**src/idea_pkg.sv**
```systemverilog
// Shared types, constants and arithmetic for the IDEA cipher core.
package idea_pkg;

	localparam int SUBKEY_COUNT = 52;
	localparam int ROUND_COUNT = 8;
	localparam int INV_COUNT = SUBKEY_COUNT / 3 + 1;
	localparam int ROTATE_BITS = 25;
	localparam int IDX_W = 2;
	localparam int CNT_W = $clog2(INV_COUNT);
	localparam int INV_STEPS = 30;
	localparam int STEP_W = $clog2(INV_STEPS);

	localparam logic [IDX_W-1:0] REG_KEY_HIGH = 2'd0;
	localparam logic [IDX_W-1:0] REG_KEY_LOW = 2'd1;
	localparam logic [IDX_W-1:0] REG_MODE = 2'd2;

	typedef logic [15:0] word_t;
	typedef word_t subkeys_t [SUBKEY_COUNT];
	typedef word_t round_keys_t [6];

	// Multiply modulo 65537, the word zero standing for 65536
	function automatic word_t idea_mul(input word_t a, input word_t b);
		logic [31:0] p;
		word_t lo;
		word_t hi;
		word_t r;
		p = {16'd0, a} * {16'd0, b};
		lo = p[15:0];
		hi = p[31:16];
		if (a == 16'd0) begin
			r = 16'd1 - b;
		end else if (b == 16'd0) begin
			r = 16'd1 - a;
		end else begin
			r = lo - hi + {15'd0, (lo < hi)};
		end
		return r;
	endfunction

endpackage

```
**src/idea_round.sv**
```systemverilog
// One IDEA round cut into three pipeline stages.
module idea_round (
	input  logic                        clk,
	input  logic                        arst_n,
	input  logic                        en,
	input  logic                        in_v,
	input  logic [63:0]                 in_words,
	input  idea_pkg::round_keys_t       rk,
	output logic                        out_v,
	output logic [63:0]                 out_words
);

	logic v_s1, v_s2, v_s3;
	idea_pkg::word_t a_s1, b_s1, c_s1, d_s1;
	idea_pkg::word_t a_s2, b_s2, c_s2, d_s2, t1_s2;
	idea_pkg::word_t a_s3, b_s3, c_s3, d_s3, t1_s3, t2_s3;
	idea_pkg::word_t t3;

	// Advance valid bits
	always_ff @(posedge clk or negedge arst_n) begin
		if (!arst_n) begin
			v_s1 <= 1'b0;
			v_s2 <= 1'b0;
			v_s3 <= 1'b0;
		end else if (en) begin
			v_s1 <= in_v;
			v_s2 <= v_s1;
			v_s3 <= v_s2;
		end
	end

	// Key mixing, then the two multiplications of the MA structure
	always_ff @(posedge clk) begin
		if (en) begin
			a_s1 <= idea_pkg::idea_mul(in_words[63:48], rk[0]);
			b_s1 <= in_words[47:32] + rk[1];
			c_s1 <= in_words[31:16] + rk[2];
			d_s1 <= idea_pkg::idea_mul(in_words[15:0], rk[3]);
			t1_s2 <= idea_pkg::idea_mul(a_s1 ^ c_s1, rk[4]);
			a_s2 <= a_s1;
			b_s2 <= b_s1;
			c_s2 <= c_s1;
			d_s2 <= d_s1;
			t2_s3 <= idea_pkg::idea_mul(t1_s2 + (b_s2 ^ d_s2), rk[5]);
			t1_s3 <= t1_s2;
			a_s3 <= a_s2;
			b_s3 <= b_s2;
			c_s3 <= c_s2;
			d_s3 <= d_s2;
		end
	end

	// Fold the MA output back into the words
	assign t3 = t1_s3 + t2_s3;
	assign out_words = {a_s3 ^ t2_s3, c_s3 ^ t2_s3, b_s3 ^ t3, d_s3 ^ t3};
	assign out_v = v_s3;

endmodule

```
**config.mk**
```make
export PLATFORM = sky130hd
export DESIGN_NAME = idea_round
export DESIGN_NICKNAME = d
export VERILOG_FILES = /design/src/idea_pkg.sv /design/src/idea_round.sv
export SDC_FILE = /design/constraint.sdc
export NUM_CORES = 2
export LEC_CHECK = 0
export BUFFER_PORTS_ARGS = -buffer_cell sky130_fd_sc_hd__buf_2
export CAP_MARGIN = 20
export CORE_MARGIN = 2
export CORE_UTILIZATION = 50
export DETAILED_ROUTE_END_ITERATION = 12
export GPL_TIMING_DRIVEN = 0
export HOLD_SLACK_MARGIN = 0.03
export PLACE_DENSITY = 0.67
export SLEW_MARGIN = 15
export SYNTH_ARGS = -nofsm -noshare
export SYNTH_HDL_FRONTEND = slang
export SYNTH_SLANG_ARGS = --single-unit
```
**constraint.sdc**
```tcl
create_clock -name clk -period 18 [get_ports clk]
set_input_delay 0.9 -clock clk [delete_from_list [all_inputs] [get_ports clk]]
set_output_delay 0.9 -clock clk [all_outputs]
set_load 0.01 [all_outputs]
```
==> out/results.tsv <==
metric	value	unit
Max Clk Rate	0.0665	GHz
Placed Instances	7234	
Max-slew headroom	20.6	%
final hold vios	0	
distinct cell type count after synthesis	81	
antenna violations before repair	14	
Synth Flop Type	edfxtp_1	
number of global-route vias before repair	40716	
slew of the pin with the lowest slew margin	1.19	ns
crit share post-route	83.5	%
Post-CTS Setup Repair Bufs	0	
Port-buffer cells	164	
vias per cell	5.53	
reg-to-reg slack, setup	2.97	ns
simple-gate portion of the synthesized area	15.2	%
sequential fraction of the synthesis area	14.1	%
Arr. time, crit path	15.40	ns
core area	103000	µm²
DR DRC count	0	
Hold-fix buffers, CTS	0	
RSZ-0062 raised after global routing	false	
post-route design area	55300	µm²
DRT iter0 DRCs	3154	
# fillers	9682	
combinational family with the most area after synthesis	adder cells	
clk_skew	0.0226	ns
GRT overflow	0	
CP Capture Type	flop	
Post-synth ARST share	1.23	%
reg2reg start	d_s2[4]$_DFFE_PP_	
CP max-delay cell	nor4b_1	
clock root buffer	clkbuf_16	
HPWL Detailed	124	mm
area of the die	106000	µm²
maxcap violations	0	
Synth Area in XOR/XNOR	7.14	%
max-slew violations	0	
TritonCTS Buffers	22	
CP Data Required Time	18.37	ns
HP Class	in -> async	
Die X	326	µm
Setup CP Type	reg -> reg	
Sink Count	243	
synthesized area	51800	µm²
drt first pass iters	6	
routed via count	40237	
I/O pin cnt	229	
post-synthesis compound-gate area fraction	7.56	%
Final Critical Period	15.03	ns
fraction of layout cells with a size suffix above 1	4.43	%
CTS tree	done	
Area Growth Syn to Fin	6.77	%
startpoint type of the worst setup path	flop	
pre-CTS setup slack	3.17	ns
mux share of post-synthesis cell area	0.365	%
Die Span Y	326	µm
Worst-path clk slew	0.09	ns
clk_lat worst skew	0.53	ns
CP most frequent cell	fa_1	
Worst path max stage delay	0.82	ns
commonest cells after routing, fill and taps aside	1070 x inv_1, 812 x fa_1, 798 x nand2_1	
worst reg2reg path depth	49	
Synth Area in Adders	46.1	%
yosys warns	0	
PostCTS Resize Cnt	0	
EDFF count, synth	240	
H-tree depth	1	
Placement Cell Area	54500	µm²
Initial Utilization	50.3	%
run status	complete, no violations	
FP Rows	118	
register bit total from synthesis	243	
Avg WL per Cell	20.4	µm
Post-DRT Antenna Nets	0	
largest net degree at the start of global routing	106	
Post-Syn Instances	5679	
setup_tns	0	ns
Post-Syn Nets	7263	
Final WS setup	2.97	ns
commonest non-fill, non-tap cell in the layout	inv_1	
GP Congestion	0.968	
final std cells w/o fill	7282	
syn_area_per_cell	9.12	µm²
first-pass GRT wire length	230	mm
Final setup viols	0	
Tot GR Track Use	28.0	%
nets@finish	7464	
WL final	149	mm
Reg-to-Reg End	t2_s3[14]$_DFFE_PP_	
Max Fanout on Critical Path	10	
clock tree buffer depth	3	
## area by class of cell
| class | count | area (µm²) | share of cell area, % |
|---|---|---|---|
| Clock inverter | 14 | 175 | 0.317 |
| Inverter | 1070 | 4020 | 7.26 |
| Clock buffer | 25 | 583 | 1.05 |
| Antenna cell | 7 | 17.5 | 0.0317 |
| Tap cell | 1380 | 1730 | 3.12 |
| Timing Repair Buffer | 177 | 976 | 1.76 |
| Sequential cell | 243 | 7280 | 13.2 |
| Multi-Input combinational cell | 4118 | 39600 | 71.5 |
| Buffer | 248 | 961 | 1.74 |
## flip-flops by register name, indices dropped and copies added, names as in the netlist
name and cells:
d_s2 16, a_s2 16, b_s1 16, v_s1 1, d_s1 16, t2_s3 16
c_s1 16, t1_s2 16, t1_s3 16, b_s3 16, a_s1 16, b_s2 16
a_s3 16, c_s3 16, d_s3 16, v_s2 1, c_s2 16, out_v 1
## synthesized netlist by cell type, types with 21 or more instances
cell type | number | area (µm²)
nor2b_1 | 27 | 169
fa_1 | 812 | 16300
clkbuf_1 | 222 | 833
a21oi_1 | 168 | 841
a21o_1 | 65 | 488
or3_1 | 28 | 175
nor3_1 | 69 | 345
nand2b_1 | 34 | 213
buf_1 | 22 | 82.6
and2_1 | 379 | 2370
nand3_1 | 33 | 165
a31oi_1 | 21 | 131
o211ai_1 | 34 | 255
edfxtp_1 | 240 | 7210
o21a_1 | 23 | 173
nand2_1 | 798 | 3000
xnor2_1 | 203 | 1780
xor2_1 | 212 | 1860
o21bai_1 | 30 | 225
ha_1 | 608 | 7610
inv_1 | 1070 | 4020
o21ai_0 | 117 | 586
nor2_1 | 198 | 743
## cell families (layout without fill, tap and decap cells)
logic type | count (synthesis) | after routing
mux | 18 | 18
compound gates | 602 | 602
xor+xnor | 418 | 418
fa+ha+maj | 1420 | 1420
flops | 243 | 243
buf+inv | 1318 | 1534
simple gates | 1660 | 1660
other cells | 0 | 7
## metrics by stage
stage / utilization [%] / hold slack [ns]
3_3_place_gp: 52.7 / 0.401
3_5_place_dp: 52.9 / 0.405
5_1_grt: 53.7 / 0.139
4_1_cts: 53.6 / 0.128
6_report: 53.7 / 0.146
2_1_floorplan: - / 0.400
## worst max path at each step
stage | cells past startpoint | start | end | slack, ns
after floorplan | 47 | d_s2[0]$_DFFE_PP_ | t2_s3[14]$_DFFE_PP_ | 6.08
after global placement | 46 | b_s2[0]$_DFFE_PP_ | t2_s3[14]$_DFFE_PP_ | 3.08
after detailed placement | 48 | d_s2[4]$_DFFE_PP_ | t2_s3[14]$_DFFE_PP_ | 3.17
after CTS | 49 | d_s2[4]$_DFFE_PP_ | t2_s3[14]$_DFFE_PP_ | 3.08
after global routing | 49 | d_s2[4]$_DFFE_PP_ | t2_s3[14]$_DFFE_PP_ | 2.28
final | 49 | d_s2[4]$_DFFE_PP_ | t2_s3[14]$_DFFE_PP_ | 2.97
## critical path: cells and delay by family, from the launching register on
family          cells  cell delay (ns)
compound gates     16             5.38
xor+xnor            4             0.77
fa+ha+maj          12             4.85
simple gates        6             1.54
flops               1             0.40
mux                 1             0.09
buf+inv            10             1.83
## metal layers
layer | wire, µm | GRT usage, % | up-vias
met1 | 61300 | 38.0 | 20170
met5 | 47 | 0 | -
met4 | 5330 | 8.90 | 8
li1 | - | - | 18214
met2 | 69200 | 45.9 | 1567
met3 | 12800 | 4.93 | 278
Power is not shown: default switching activity piles up to over one toggle a cycle in this logic, so the estimate is an artifact.
