File: config.mk
export PLATFORM = sky130hd
export DESIGN_NAME = idea_keysched
export DESIGN_NICKNAME = d
export VERILOG_FILES = /design/src/idea_pkg.sv /design/src/idea_keysched.sv
export SDC_FILE = /design/constraint.sdc
export NUM_CORES = 2
export LEC_CHECK = 0
export BUFFER_PORTS_ARGS = -buffer_cell sky130_fd_sc_hd__buf_2
export CORE_AREA = 2 2 349 351
export CTS_CLUSTER_DIAMETER = 150
export CTS_CLUSTER_SIZE = 12
export DETAILED_ROUTE_END_ITERATION = 6
export DIE_AREA = 0 0 351 353
export GPL_TIMING_DRIVEN = 0
export MAX_ROUTING_LAYER = met4
export PLACE_DENSITY = 0.75
export SYNTH_ARGS = -nofsm -noshare
export SYNTH_HDL_FRONTEND = slang
export SYNTH_SLANG_ARGS = --single-unit
export TNS_END_PERCENT = 5
File: constraint.sdc
create_clock -name clk -period 167.1 [get_ports clk]
set_input_delay 8.355 -clock clk [delete_from_list [all_inputs] [get_ports clk]]
set_output_delay 8.355 -clock clk [all_outputs]
set_load 0.1 [all_outputs]
File: src/idea_pkg.sv
// Shared types, constants and arithmetic for the IDEA cipher core.
package idea_pkg;

	localparam int SUBKEY_COUNT = 52;
	localparam int ROUND_COUNT = 8;
	localparam int INV_COUNT = SUBKEY_COUNT / 3 + 1;
	localparam int ROTATE_BITS = 25;
	localparam int IDX_W = 2;
	localparam int CNT_W = $clog2(INV_COUNT);
	localparam int INV_STEPS = 30;
	localparam int STEP_W = $clog2(INV_STEPS);

	localparam logic [IDX_W-1:0] REG_KEY_HIGH = 2'd0;
	localparam logic [IDX_W-1:0] REG_KEY_LOW = 2'd1;
	localparam logic [IDX_W-1:0] REG_MODE = 2'd2;

	typedef logic [15:0] word_t;
	typedef word_t subkeys_t [SUBKEY_COUNT];
	typedef word_t round_keys_t [6];

	// Multiply modulo 65537, the word zero standing for 65536
	function automatic word_t idea_mul(input word_t a, input word_t b);
		logic [31:0] p;
		word_t lo;
		word_t hi;
		word_t r;
		p = {16'd0, a} * {16'd0, b};
		lo = p[15:0];
		hi = p[31:16];
		if (a == 16'd0) begin
			r = 16'd1 - b;
		end else if (b == 16'd0) begin
			r = 16'd1 - a;
		end else begin
			r = lo - hi + {15'd0, (lo < hi)};
		end
		return r;
	endfunction

endpackage

File: src/idea_keysched.sv
// Key registers, subkey expansion and sequential decryption-key inversion.
module idea_keysched (
	input  logic                         clk,
	input  logic                         arst_n,
	input  logic                         wr_en,
	input  logic [idea_pkg::IDX_W-1:0]   wr_index,
	input  logic [63:0]                  wr_data,
	output logic                         busy,
	output idea_pkg::subkeys_t           subkeys
);

	typedef enum logic [3:0] {
		ST_IDLE  = 4'b0001,
		ST_LOAD  = 4'b0010,
		ST_START = 4'b0100,
		ST_RUN   = 4'b1000
	} ks_state_t;

	ks_state_t state_q;
	logic [63:0] key_high_q, key_low_q;
	logic mode_q;
	logic [127:0] key;
	idea_pkg::subkeys_t enc, dec, sk_q;
	idea_pkg::word_t inv_q [idea_pkg::INV_COUNT];
	idea_pkg::word_t acc_q, mul_op, mul_res;
	logic [idea_pkg::STEP_W-1:0] step_q;
	logic [idea_pkg::CNT_W-1:0] cnt_q;
	logic hit;

	assign key = {key_high_q, key_low_q};

	// Slice encryption subkeys out of the rotated key
	for (genvar j = 0; j < idea_pkg::SUBKEY_COUNT; j++) begin : g_enc
		localparam int S = (idea_pkg::ROTATE_BITS * (j / 8) + 16 * (j % 8)) % 128;
		logic [255:0] rot;
		assign rot = {key, key} << S;
		assign enc[j] = rot[255:240];
	end

	// Arrange decryption subkeys; inverted slots still hold raw values
	always_comb begin
		dec[0] = enc[48];
		dec[1] = 16'd0 - enc[49];
		dec[2] = 16'd0 - enc[50];
		dec[3] = enc[51];
		dec[4] = enc[46];
		dec[5] = enc[47];
		for (int r = 1; r < idea_pkg::ROUND_COUNT; r++) begin
			dec[6*r]   = enc[48-6*r];
			dec[6*r+1] = 16'd0 - enc[50-6*r];
			dec[6*r+2] = 16'd0 - enc[49-6*r];
			dec[6*r+3] = enc[51-6*r];
			dec[6*r+4] = enc[46-6*r];
			dec[6*r+5] = enc[47-6*r];
		end
		dec[48] = enc[0];
		dec[49] = 16'd0 - enc[1];
		dec[50] = 16'd0 - enc[2];
		dec[51] = enc[3];
	end

	// Decode register writes
	always_comb begin
		unique case (wr_index)
			idea_pkg::REG_KEY_HIGH, idea_pkg::REG_KEY_LOW, idea_pkg::REG_MODE: hit = wr_en;
			default: hit = 1'b0;
		endcase
	end

	always_ff @(posedge clk or negedge arst_n) begin
		if (!arst_n) begin
			key_high_q <= '0;
			key_low_q <= '0;
			mode_q <= 1'b0;
		end else if (wr_en) begin
			if (wr_index == idea_pkg::REG_KEY_HIGH) key_high_q <= wr_data;
			if (wr_index == idea_pkg::REG_KEY_LOW) key_low_q <= wr_data;
			if (wr_index == idea_pkg::REG_MODE) mode_q <= wr_data[0];
		end
	end

	// Inversion as x^65535: alternate squaring and multiplying by x
	assign mul_op = step_q[0] ? inv_q[0] : acc_q;
	assign mul_res = idea_pkg::idea_mul(acc_q, mul_op);

	// Sequence loading and inversion; any write to a defined register restarts it
	always_ff @(posedge clk or negedge arst_n) begin
		if (!arst_n) begin
			state_q <= ST_LOAD;
			step_q <= '0;
			cnt_q <= '0;
		end else if (hit) begin
			state_q <= ST_LOAD;
		end else begin
			unique case (state_q)
				ST_IDLE: state_q <= ST_IDLE;
				ST_LOAD: begin
					cnt_q <= '0;
					state_q <= mode_q ? ST_START : ST_IDLE;
				end
				ST_START: begin
					step_q <= '0;
					state_q <= ST_RUN;
				end
				ST_RUN: begin
					if (step_q == idea_pkg::STEP_W'(idea_pkg::INV_STEPS - 1)) begin
						cnt_q <= cnt_q + 1'b1;
						state_q <= (cnt_q == idea_pkg::CNT_W'(idea_pkg::INV_COUNT - 1))
							? ST_IDLE : ST_START;
					end else begin
						step_q <= step_q + 1'b1;
					end
				end
				default: state_q <= ST_IDLE;
			endcase
		end
	end

	// Hold subkeys; rotate the inversion ring one slot per finished inverse
	always_ff @(posedge clk) begin
		if (state_q == ST_LOAD) begin
			for (int j = 0; j < idea_pkg::SUBKEY_COUNT; j++)
				sk_q[j] <= mode_q ? dec[j] : enc[j];
			for (int c = 0; c < idea_pkg::INV_COUNT; c++)
				inv_q[c] <= mode_q ? dec[3*c] : enc[3*c];
		end else if (state_q == ST_START) begin
			acc_q <= inv_q[0];
		end else if (state_q == ST_RUN) begin
			if (step_q == idea_pkg::STEP_W'(idea_pkg::INV_STEPS - 1)) begin
				for (int c = 0; c < idea_pkg::INV_COUNT - 1; c++)
					inv_q[c] <= inv_q[c+1];
				inv_q[idea_pkg::INV_COUNT-1] <= mul_res;
			end else begin
				acc_q <= mul_res;
			end
		end
	end

	// Every third slot comes from the inversion ring
	always_comb begin
		for (int j = 0; j < idea_pkg::SUBKEY_COUNT; j++)
			subkeys[j] = (j % 3 == 0) ? inv_q[j/3] : sk_q[j];
	end

	assign busy = (state_q != ST_IDLE);

endmodule

==> metrics.cfg <==
[sta]
relSlewSlack_pct = -4.926
setup_viol = 0
finalWorstPathRequiredPeriod_ns = 13.57
slew_violations = 43
skew_ns = 0.03588
max_freq_mhz = 73.66
hold_violations = 0
fin_crit_sh_pct = 8.124
rsz0062_at_grt = false
setup_tns_ns = 0
tightest_slew_ns = 1.557

[setup_path]
cp_num_buf_inv = 9
cpMaxStageDelayCell = clkbuf_1
crit_arrival_ns = 13.98
worstSetupPathType = reg -> reg
r2r_start = step_q[0]
endpoint_kind = flip-flop
cp.required_ns = 167.51
crit_fanout = 10
reg2reg_to = inv_q[0][286]
critical-path-top-delay-family = adder cells
crit_top_cell = fa_1
reg2reg_depth = 41
start_kind = flip-flop
rrSetupSlack_ns = 153.53
critical-path-max-stage-delay_ns = 0.81
crit_start = step_q[0]

[floorplanning]
dieArea_sq_um = 123900
die_x_microns = 351
start_util_pct = 43.98
rows = 128
die_h_microns = 353
ioPinCount = 902
coreArea_sq_um = 120600

[drt]
routedWlPerCell_microns = 43.02
remaining_drc_errors = 31
num_vias = 50195
wirelength_microns = 331100
drt_iter0_drc = 9646
drtAntennaViolNets = 0
vias_per_cell = 6.521
firstDrtPassIters = 7

[yosys]
synth_compound_area_share_pct = 8.162
synth_cell_types = 74
synth_top_area_cell = edfxtp_1
synth_xor_area_share_pct = 4.838
synth_seq_cells = 991
syn_avg_cell_area_sq_um = 11.00
synth_nets = 5254
synth_common_cells = nand2_1 (956), edfxtp_1 (848), nor2_1 (390), o21ai_0 (310), inv_1 (300)
synth_top_area_share_pct = 48.01
netlist_area_sq_um = 53040
postSynth.asyncResetShare_pct = 14.43
synth_top_family_by_area = simple AND/OR/NAND/NOR gates
synth_edf_count = 848
seq_area_frac_synth_pct = 54.76
synth-adder-area-share_pct = 11.37
synth_cells = 4824
synthTopCellsByArea = edfxtp_1 (48%), fa_1 (7.6%), nand2_1 (6.8%)
synth_ff_type = edfxtp_1
muxShareOfSynthArea_pct = 2.920
synth.most_common_cell = nand2_1
synthSimpleGateAreaFrac_pct = 13.72
ys_warn_count = 0

[cells_and_area]
ff_latch_area_sq_um = 29040
fillers = 11018
areaGrowthSynthToFinish_pct = 19.28
layout.nets = 6326
multi_input_area_sq_um = 21790
drive_gt1_share_pct = 20.78

[run]
drv_cap = 5

[cts]
post-cts-setup-buffers = 0
holdBufCountCts = 0
htreeDepth = 3
cts_buffers = 92
cts_tree = yes
cts-resized-gates = 0
clockBufferDepth = 3
clock-root-buffer = clkbuf_16
clkTransAtPathRegs_ns = 0.06
clk_latency_ns = 0.71
clock-sinks = 991

[global_route]
grt_pass1_vias = 46531
antenna_found_initial = 85
grt-ovfl-total = 0
grt_max_degree = 89
track_usage_pct = 54.14
grt_pass1_wl_microns = 426000

[place]
hpwl_microns = 261900
gp_congestion = 1.225
port_buffers = 901

[min_path]
worstHoldStart = cnt_q[4]
hold_path_depth = 1
min_to = cnt_q[4]
holdCritPathClass = reg -> reg

[outcome]
outcome = finished, violations left
violations = design-rule violations, max-capacitance violations, max-slew violations

## layout by cell type (no fill, tap or decap), drive strengths merged, types with 21 or more instances in the layout
cell / synthesis / final
inv: 300 / 304
nor4: 27 / 27
dfrtp: 142 / 142
diode: 0 / 96
nor2b: 27 / 27
edfxtp: 848 / 848
nand3: 50 / 50
and3: 21 / 21
o21ai: 317 / 317
xor2: 106 / 106
clkbuf: 261 / 429
a31oi: 248 / 248
nand2: 956 / 956
or3: 25 / 25
xnor2: 187 / 187
fa: 202 / 202
ha: 159 / 159
and2: 78 / 78
nor3: 62 / 62
a21oi: 71 / 71
nor2: 390 / 390
buf: 27 / 1004
mux2: 128 / 128
## routing by layer
metal / wire length (microns) / GRT usage, % / up-vias
li1: - / - / 18871
met1: 108400 / 62.38 / 24674
met2: 133500 / 72.09 / 5154
met3: 52880 / 23.43 / 1496
met4: 36320 / 44.98 / 0
met5: 0 / - / -
## logic make-up after synthesis
family / count (synthesis)
simple gates: 1710
xor+xnor: 293
mux: 138
compound gates: 739
flops: 991
buf+inv: 592
fa+ha+maj: 361
## area by class of cell
type | count | share of cell area (%)
Tap cell | 1625 | 3.213
Clock inverter | 7 | 0.1720
Clock buffer | 167 | 4.117
Buffer | 288 | 1.740
Timing Repair Buffer | 978 | 8.236
Antenna cell | 96 | 0.3797
Multi-Input combinational cell | 3241 | 34.43
Inverter | 304 | 1.803
Sequential cell | 991 | 45.90
## sequential cells by signal (all words and copies together), names as in the netlist
name / flops
acc_q: 16
cnt_q: 5
inv_q: 288
key_high_q: 64
key_low_q: 64
mode_q: 1
sk_q: 544
state_q: 4
step_q: 5
## stage by stage
stage	utilization, %	worst slack (ns)	cell area [sq um]	hold WS [ns]	std cells
finish	52.47	153.53	63270	0.4960	7697
global route	52.41	152.93	63200	0.5181	7668
CTS	52.25	153.63	63010	0.4795	7600
detailed placement	50.00	153.65	60300	0.4707	7426
global placement	49.41	81.71	59590	0.4661	7350
floorplan	-	104.74	53040	0.4487	4824
## how the worst max path moves through the flow
stage,end,slack (ns),depth (start not counted)
after CTS,inv_q[0][286],153.63,40
after detailed placement,inv_q[0][286],153.65,40
after global placement,cnt_q[3],81.71,3
final,inv_q[0][286],153.53,41
after floorplan,cnt_q[3],104.74,3
after global routing,acc_q[14],152.93,41
Power is left out: the tool's default activity adds up to more than one toggle a clock period on the data nets, which glitch-free logic cannot reach.
